File: config.mk
export PLATFORM = sky130hd
export DESIGN_NAME = ond_queue
export DESIGN_NICKNAME = d
export VERILOG_FILES = /design/src/hw/rtl/ond_pkg.sv /design/src/hw/rtl/ond_queue.sv
export SDC_FILE = /design/constraint.sdc
export NUM_CORES = 1
export LEC_CHECK = 0
export BUFFER_PORTS_ARGS = -buffer_cell sky130_fd_sc_hd__buf_2
export CORE_UTILIZATION = 40
export DETAILED_ROUTE_END_ITERATION = 6
export PLACE_DENSITY_LB_ADDON = 0.2
export SYNTH_ARGS = -nofsm -noshare
export SYNTH_HDL_FRONTEND = slang
export SYNTH_SLANG_ARGS = --single-unit
File: constraint.sdc
create_clock -name clk -period 5.6 [get_ports clk]
set_input_delay 0.56 -clock clk [delete_from_list [all_inputs] [get_ports clk]]
set_output_delay 0.56 -clock clk [all_outputs]
set_load 0.005 [all_outputs]
File: src/hw/rtl/ond_pkg.sv
// Shared constants and types for the octahedral normal decoder.
// No dependencies; every other file in the block imports this package.
package ond_pkg;

  localparam int CODE_BITS            = 8;
  localparam int NORMAL_FRACTION_BITS = 14;
  localparam int OUT_BITS             = 16;

  localparam int CODE_MAX   = (1 << CODE_BITS) - 1;
  localparam int SCOMP_BITS = CODE_BITS + 2;
  localparam int SQ_BITS    = 2 * CODE_BITS;
  localparam int SUM_BITS   = 2 * CODE_BITS + 2;

  localparam int LANES      = 3;
  localparam int LANE_X     = 0;
  localparam int LANE_Y     = 1;
  localparam int LANE_Z     = 2;

  // One result bit is settled per step, from weight 2^F down to 2^0.
  localparam int NSTEP      = NORMAL_FRACTION_BITS + 1;
  localparam int Q_BITS     = NORMAL_FRACTION_BITS + 1;
  localparam int R_BITS     = 2 * CODE_BITS + 2 * NORMAL_FRACTION_BITS + 2;
  localparam int V_BITS     = 2 * CODE_BITS + 2 * NORMAL_FRACTION_BITS + 6;

  localparam int QUEUE_DEPTH = 4;
  localparam int QPTR_BITS   = $clog2(QUEUE_DEPTH);
  localparam int QCNT_BITS   = $clog2(QUEUE_DEPTH + 1);

  // Classified vector handed from the front end to the normalising pipeline.
  typedef struct packed {
    logic [LANES-1:0][SQ_BITS-1:0] sq;
    logic [LANES-1:0]              neg;
    logic [SUM_BITS-1:0]           sum_sq;
  } ond_vec_t;

endpackage

File: src/hw/rtl/ond_queue.sv
// Short queue between the front end and the normalising pipeline.
// Depends on ond_pkg.
module ond_queue (
  input  logic              clk,
  input  logic              rst,
  input  logic              push,
  input  ond_pkg::ond_vec_t push_data,
  output logic              full,
  input  logic              pop,
  output ond_pkg::ond_vec_t head,
  output logic              head_valid
);
  import ond_pkg::*;

  ond_vec_t               mem [QUEUE_DEPTH];
  logic [QPTR_BITS-1:0]   wr_ptr, rd_ptr;
  logic [QCNT_BITS-1:0]   count;

  assign full       = (count == QCNT_BITS'(QUEUE_DEPTH));
  assign head_valid = (count != '0);
  assign head       = mem[rd_ptr];

  always_ff @(posedge clk) begin
    if (rst) begin
      wr_ptr <= '0;
      rd_ptr <= '0;
      count  <= '0;
    end else begin
      if (push) begin
        wr_ptr <= (wr_ptr == QPTR_BITS'(QUEUE_DEPTH - 1)) ? '0 : wr_ptr + 1'b1;
      end
      if (pop) begin
        rd_ptr <= (rd_ptr == QPTR_BITS'(QUEUE_DEPTH - 1)) ? '0 : rd_ptr + 1'b1;
      end
      if (push && !pop) begin
        count <= count + 1'b1;
      end else if (pop && !push) begin
        count <= count - 1'b1;
      end
    end
  end

  always_ff @(posedge clk) begin
    if (push) begin
      mem[wr_ptr] <= push_data;
    end
  end

  a_no_overflow: assert property (@(posedge clk) disable iff (rst)
    count <= QCNT_BITS'(QUEUE_DEPTH))
    else $error("queue holds more words than its depth");

  a_no_underflow: assert property (@(posedge clk) disable iff (rst)
    pop |-> head_valid)
    else $error("queue popped while empty");

  a_fill_tracks: assert property (@(posedge clk) disable iff (rst)
    (push && !pop) |=> count == $past(count) + QCNT_BITS'(1))
    else $error("queue count lost a push");

endmodule

# ---- After elaboration in Yosys (flattened, before gate mapping)
# Memory sizes are Yosys's and may differ from the RTL's. A register that Yosys moved wholly into a read port is not among the register bits.
# Index checks and enable logic that the tools add are counted.
# Widths: inputs -> output; s select.
dict set report word_totals {
  ram_bits 276
  inputBits 73
  rom_bits 0
  reg_bits 7
  out_inout_bits 71
  mem_count 1
  latchBits 0
}
# name words width rd rd_ports_with_merged_regs wr line
set mem_list {}
lappend mem_list {mem 4 69 1 1 1 ond_queue.sv:15} ;# ond_vec_t mem [QUEUE_DEPTH];
dict set report op_classes {
  magnitude_cmp 0
  addsub 4
  div 0
  bitwise_logic 0
  n_shift 0
  mux 8
  mul 0
  n_eq_ne 3
  reduce_logical 6
}
# op count
set op_table {}
lappend op_table {{$mux 2} 4}
lappend op_table {{$mux 3} 2}
lappend op_table {{$add 2x1->2 const B} 2}
lappend op_table {{$eq 2x2->1 const B} 2}
lappend op_table {{$add 3x1->3 const B} 1}
lappend op_table {{$eq 3x3->1 const B} 1}
lappend op_table {{$reduce_bool 3->1} 1}
lappend op_table {{$sub 3x1->3 const B} 1}
lappend op_table {{$logic_and 1x1->1} 2}
lappend op_table {{$logic_not 1->1} 2}
lappend op_table {{$mux 1} 2}
lappend op_table {{$reduce_bool 2->1} 1}

# ---- Longest topological paths before layout
# Gate-level depths: netlist of run 1.
dict set report depth {
  depth_word 4
  depth_mapped 7
  ltp_nobuf 7
}

# ---- Least setup slack after synthesis of run 1
# OpenSTA, ideal clock, no wires.
dict set report synth_timing {
  kind {in2reg}
  startpoint {input push}
  endpoint {memory mem[0][0] (netlist name) (enable)}
  setup_ps 434
  required_ps 5166
  arrival_ps 2178
  path_stages 1
  setup_slack_ps 2988
  path_cell_list {and2_1}
}
dict set report synth_via {
  elab_chain_len 2
}
# element line
set synth_rtl {}
lappend synth_rtl {{from (decl)} ond_queue.sv:6} ;# input logic push,
lappend synth_rtl {{$mux 1} ond_queue.sv:44} ;# if (push) begin
lappend synth_rtl {{$mux 1 (not written as such)} ond_queue.sv:45} ;# mem[wr_ptr] <= push_data;
lappend synth_rtl {{to (decl)} ond_queue.sv:15}
# Every way passes these cells.

==> reports/qor.tcl, run 1 <==
set qor(synth_cell_types) 19
set qor(die_w_um) 163.3
set qor(netlist.top_cell.by_area) {sky130_fd_sc_hd__edfxtp_1}
set qor(clk_path_buf_depth) 3
set qor(yosys-top-cells-area) {sky130_fd_sc_hd__edfxtp_1 80%, sky130_fd_sc_hd__mux4_2 15%, sky130_fd_sc_hd__dfxtp_1 1.7%, sky130_fd_sc_hd__ha_1 0.72%, sky130_fd_sc_hd__buf_4 0.43%}
set qor(totalNegativeSetupSlack_ns) 0
set qor(first_iter_violations) 290
set qor(slew_viol_final) 0
set qor(syn_area_per_cell_um2) 25.70
set qor(syn-cell-area_mm2) 0.01041
set qor(run_status) {finished clean}
set qor(final.hold.worst_slack_ns) 0.2357
set qor(placementRows) 58
set qor(largest_net_degree_at_the_start_of_global_routing) 70
set qor(final.setup_skew_ns) 0.01200
set qor(grt-ovfl-total) 0
set qor(numCtsBuffers) 28
set qor(yosysWarnings) 0
set qor(cts_resized) 0
set qor(setup_viol) 0
set qor(slew_headroom) 0.2576
set qor(cts.reportedPaths.clkPinSlew_ns) 0.06
set qor(groute.usage.overall) 0.1409
set qor(total_leakage_power_uw) 0.004139
set qor(synth_seq_area_share) 0.8136
set qor(worstHoldPathType) {in -> reg}
set qor(gp_routability_congestion) 0.7691
set qor(layout.nets) 643
set qor(kind_of_start_point_of_the_critical_path) {flip-flop}
set qor(crit_path_end_kind) {output port}
set qor(final.fill_count) 2067
set qor(synth_commonest_cells) {276 x sky130_fd_sc_hd__edfxtp_1, 69 x sky130_fd_sc_hd__mux4_2, 9 x sky130_fd_sc_hd__dfxtp_1}
set qor(post_dr_vias_cell) 5.031
set qor(multi_input_area_mm2) 0.001810
set qor(r2r-start) {wr_ptr[0]}
set qor(clkLatencyLatePin_ns) 0.53
set qor(vias) 4608
set qor(dominant_register_cell_in_the_synthesized_netlist) {sky130_fd_sc_hd__edfxtp_1}
set qor(yosys.area.top_type_share) 0.7962
set qor(rsz0062_at_grt) {false}
set qor(power-per-cell-area_mw_per_mm2) 376.3
set qor(cts.repair_timing.setup_buffer_count) 0
set qor(synth_most_common_cell) {sky130_fd_sc_hd__edfxtp_1}
set qor(hold_violations) 0
set qor(total_half_perimeter_wirelength_after_legalization_and_detailed_placement_mm) 10.35
set qor(grt_pass1_vias) 4938
set qor(max_slew.worst_pin.slew_ns) 1.114
set qor(clockRootBuffer) {sky130_fd_sc_hd__clkbuf_16}
set qor(net_count_after_synthesis) 485
set qor(initial_utilization) 0.4110
set qor(htreeDepth) 1
set qor(remaining_drc_errors) 0
set qor(grt_first_pass_wirelength_mm) 28.21
set qor(hp-start) {push_data[38]}
set qor(postCtsHoldBufs) 0
set qor(grt_antenna_before_repair) 2
set qor(cts_num_sinks) 285
set qor(detailedRoute.firstPassIterationCount) 4
set qor(drv.max_cap_violation_count) 0
set qor(worst-endpoint-required_ns) 5.04
set qor(fmax_mhz) 296.1
set qor(ioPinCount) 144
set qor(worst-path-max-fanout) 45
set qor(ys_async_sr_fraction) 0
set qor(detail-route-antenna-nets) 0
set qor(ys_seq_elements) 285
set qor(min_period_over_period) 0.6032
set qor(syn_inst) 405
set qor(routed_wirelength_mm) 18.48
set qor(portBuffers) 143
set qor(chipHeight_um) 163.3
set qor(cts_tree) {yes}
set qor(synth_enable_flop_cells) 276
set qor(total_die_area_mm2) 0.02667
set qor(register_cell_area_after_layout_mm2) 0.008476
set qor(post_route_cells_drive_above_1_share) 0.4393
set qor(floorplan.core_area_mm2) 0.02533
set qor(path_class) {reg -> out}
set qor(syn_to_final_growth_pct) 18.56
set qor(period_needed_ns) 3.378
set qor(wire_per_inst_um) 20.18
set qor(power.ir.vdd_worst_mv) 0.3073
set qor(worst-endpoint-arrival_ns) 2.82
-- registers in the layout, summed over array words and instances (netlist names), named ones only --
register / cells
mem: 276
rd_ptr: 2
count: 3
wr_ptr: 2
-- report_power, final --
| part | internal, uW | total, uW | switching [uW] |
|---|---|---|---|
| Clock | 1080 | 1820 | 737 |
| Sequential | 2440 | 2500 | 54.3 |
| Combinational | 172 | 326 | 154 |
-- layout by cell type, fill, tap and decap left out --
cell / instances
sky130_fd_sc_hd__dfxtp_1: 7
sky130_fd_sc_hd__mux2i_1: 4
sky130_fd_sc_hd__buf_4: 1
sky130_fd_sc_hd__mux4_2: 69
sky130_fd_sc_hd__or3_1: 2
sky130_fd_sc_hd__clkinvlp_4: 1
sky130_fd_sc_hd__and2_4: 4
sky130_fd_sc_hd__ha_1: 6
sky130_fd_sc_hd__a21oi_1: 2
sky130_fd_sc_hd__edfxtp_1: 276
sky130_fd_sc_hd__bufinv_16: 3
sky130_fd_sc_hd__clkinv_2: 5
sky130_fd_sc_hd__dfxtp_4: 2
sky130_fd_sc_hd__clkinv_1: 6
sky130_fd_sc_hd__diode_2: 1
sky130_fd_sc_hd__nor2_1: 7
sky130_fd_sc_hd__o21ai_0: 1
sky130_fd_sc_hd__inv_1: 4
sky130_fd_sc_hd__clkbuf_16: 29
sky130_fd_sc_hd__nor3b_1: 2
sky130_fd_sc_hd__clkbuf_1: 8
sky130_fd_sc_hd__fa_1: 1
sky130_fd_sc_hd__buf_2: 143
sky130_fd_sc_hd__xor2_1: 2
-- logic make-up after synthesis --
| kind of cell | Yosys count | synth area share |
|---|---|---|
| fa+ha+maj | 7 | 0.009136 |
| mux | 73 | 0.1531 |
| flops | 285 | 0.8136 |
| simple gates | 15 | 0.007572 |
| compound gates | 3 | 0.001442 |
| buf+inv | 20 | 0.01346 |
| xor+xnor | 2 | 0.001683 |
-- final cells by class --
cell class                 instances  share of cell area
sequential                       285              0.6868
multi-input combinational        100              0.1467
clock buffer                      37             0.06124
timing repair buffer             144             0.05860
tap                              330             0.03346
clock inverter                    15             0.01176
inverter                           4            0.001217
antenna                            1           0.0002028
-- through the flow --
step	instance area (um2)	worst slack, ns	cells	util	total power, uW
floorplan	10410	2.988	405	-	2718
global placement	11440	2.699	863	0.4516	2869
CTS	12340	2.082	915	0.4872	4704
finish	12340	2.222	916	0.4873	4643
detailed placement	11440	2.662	863	0.4516	2882
global route	12340	1.937	915	0.4872	4816
-- per-layer routing --
layer  routed length, um  track usage
met3                1626      0.04520
met5                  13            0
met1                7578       0.1869
met2                8918       0.2277
met4                 345      0.03016
-- worst max-delay path: stages (launching register included) --
cell	delay, ns
sky130_fd_sc_hd__dfxtp_4	0.97
sky130_fd_sc_hd__buf_4	0.56
sky130_fd_sc_hd__mux4_2	0.57
sky130_fd_sc_hd__buf_2	0.14
-- path summary, 6_finish.rpt --
check	slack (ns)	endpoint	cells after the start
max	2.22	head[61]	3
min	0.24	mem[3][38]	1
max reg2reg	3.68	mem[3][4]	2
min reg2reg	0.51	count[2]	2
Note: power is estimated with default switching activity, not from simulation.
==> inputs of run 2 (changes only) <==
clock period = 3.5 ns   (was 5.6 ns; I/O delays follow)
==> reports/qor.tcl, run 2 (same netlist as run 1, synthesis figures left out) <==
set qor(run_status) {finished clean}
set qor(floorplan.core_area_mm2) 0.02533
set qor(final.setup_skew_ns) 0.01283
set qor(detailedRoute.firstPassIterationCount) 4
set qor(clockRootBuffer) {sky130_fd_sc_hd__clkbuf_16}
set qor(min_period_over_period) 0.7428
set qor(cts_tree) {yes}
set qor(postCtsHoldBufs) 7
set qor(rsz0062_at_grt) {false}
set qor(kind_of_start_point_of_the_critical_path) {flip-flop}
set qor(largest-register) {mem}
set qor(setup.reg_to_reg.worst_slack_ns) 1.56
set qor(placementRows) 58
set qor(top_layer) {met5}
set qor(total_die_area_mm2) 0.02667
set qor(worstHoldPathType) {in -> reg}
set qor(cts.repair_timing.setup_buffer_count) 0
set qor(remaining_drc_errors) 0
set qor(power.ir.vdd_worst_mv) 0.3735
set qor(antennaDiodeCount) 0
set qor(preCtsSetupSlack_ns) 1.424
set qor(period_needed_ns) 2.600
set qor(post_dr_vias_cell) 5.103
set qor(clkLatencyLatePin_ns) 0.53
set qor(initial_utilization) 0.4110
set qor(grt-ovfl-total) 0
set qor(grt_antenna_before_repair) 3
set qor(power-per-cell-area_mw_per_mm2) 592.3
set qor(crit_path_end_kind) {output port}
set qor(largest_net_degree_at_the_start_of_global_routing) 70
set qor(post_route_cells_drive_above_1_share) 0.4365
set qor(clk_path_buf_depth) 3
set qor(path_class) {reg -> out}
set qor(worst-endpoint-arrival_ns) 2.25
set qor(ioPinCount) 144
set qor(cts_num_sinks) 285
set qor(total_leakage_power_uw) 0.004194
set qor(gp_routability_congestion) 0.6742
set qor(total_half_perimeter_wirelength_after_legalization_and_detailed_placement_mm) 11.05
set qor(grt_first_pass_wirelength_mm) 29.00
set qor(vias) 4736
set qor(mostFrequentLayoutCells) {276 x sky130_fd_sc_hd__edfxtp_1, 143 x sky130_fd_sc_hd__buf_2, 69 x sky130_fd_sc_hd__mux4_2}
set qor(totalNegativeSetupSlack_ns) 0
set qor(routed_wirelength_mm) 19.01
set qor(minimum_setup_slack_in_the_final_design_ns) 0.9004
set qor(syn_to_final_growth_pct) 19.53
set qor(chipHeight_um) 163.3
set qor(cts.reportedPaths.clkPinSlew_ns) 0.06
set qor(layout.nets) 658
set qor(grt_pass1_vias) 5216
set qor(portBuffers) 143
set qor(wire_per_inst_um) 20.48
set qor(numCtsBuffers) 29
set qor(slew_viol_final) 0
set qor(largest_register_ffs) 276
set qor(groute.usage.overall) 0.1462
set qor(drv.max_cap_violation_count) 0
set qor(detail-route-antenna-nets) 0
set qor(critPathMaxStageDelay_ns) 1.08
set qor(slew_headroom) 0.2424
set qor(max_slew.worst_pin.slew_ns) 1.136
set qor(worst-endpoint-required_ns) 3.15
set qor(cts_resized) 0
set qor(setup_viol) 0
set qor(fmax_mhz) 384.7
set qor(hold_violations) 0
set qor(htreeDepth) 1
set qor(crit_path_top_delay_cell) {sky130_fd_sc_hd__dfxtp_4}
set qor(worst-path-max-fanout) 69
set qor(met3RoutedLength_mm) 1.555
set qor(first_iter_violations) 317
set qor(die_w_um) 163.3
set qor(layout.cells.most_common) {sky130_fd_sc_hd__edfxtp_1}
set qor(reg.largest.list) {mem: 276 flops, count: 3 flops}
set qor(worstPathCellList) {mux4_2 > buf_2}
set qor(wl_met2_mm) 9.453
set qor(drt-met1-wl_mm) 7.623
## run 2: area by class of cell
cell class	count	area (um2)
Timing Repair Buffer	158	858.3
Sequential cell	285	8476
Tap cell	330	412.9
Inverter	4	15.01
Multi-Input combinational cell	100	1810
Clock inverter	12	106.4
Clock buffer	39	763.2
Fill cell	2110	12880
## run 2: layer usage
layer | track usage | vias up
met5 | 0 | -
met4 | 0.03696 | 4
met3 | 0.04063 | 34
met2 | 0.2494 | 158
met1 | 0.1838 | 2467
li1 | - | 2073
## run 2: final timing paths
check / start / end / cells after the start
max reg2reg: wr_ptr[0] / mem[0][6] / 3
min reg2reg: count[2] / count[2] / 2
max: flip-flop / head[42] / 2
min: push_data[31] / mem[3][31] / 1
## run 2: through the flow
stage | hold slack, ns | cell area (um2) | power, uW | util | cells
final | 0.02511 | 12440 | 7369 | 0.4913 | 928
after global routing | 0.0001981 | 12440 | 7654 | 0.4913 | 928
after CTS | 0.00001882 | 12440 | 7476 | 0.4913 | 928
after detailed placement | 0.4983 | 11500 | 4622 | 0.4542 | 870
after global placement | 0.4757 | 11500 | 4600 | 0.4542 | 870
after floorplan | 0.4191 | 10410 | 4348 | - | 405
## run 2: worst max-delay path, delay by kind of cell, from the launching register on
kind	cells	cell delay [ns]
buf+inv	1	0.15
flops	1	1.08
mux	1	0.45
## run 2: power by group
| part | internal [uW] | leakage, uW | total [uW] | switching [uW] |
|---|---|---|---|---|
| Clock | 1660 | 0.000423 | 2830 | 1170 |
| Combinational | 286 | 0.00116 | 559 | 273 |
| Sequential | 3910 | 0.00261 | 3980 | 68.3 |
| Total | 5860 | 0.00419 | 7370 | 1510 |
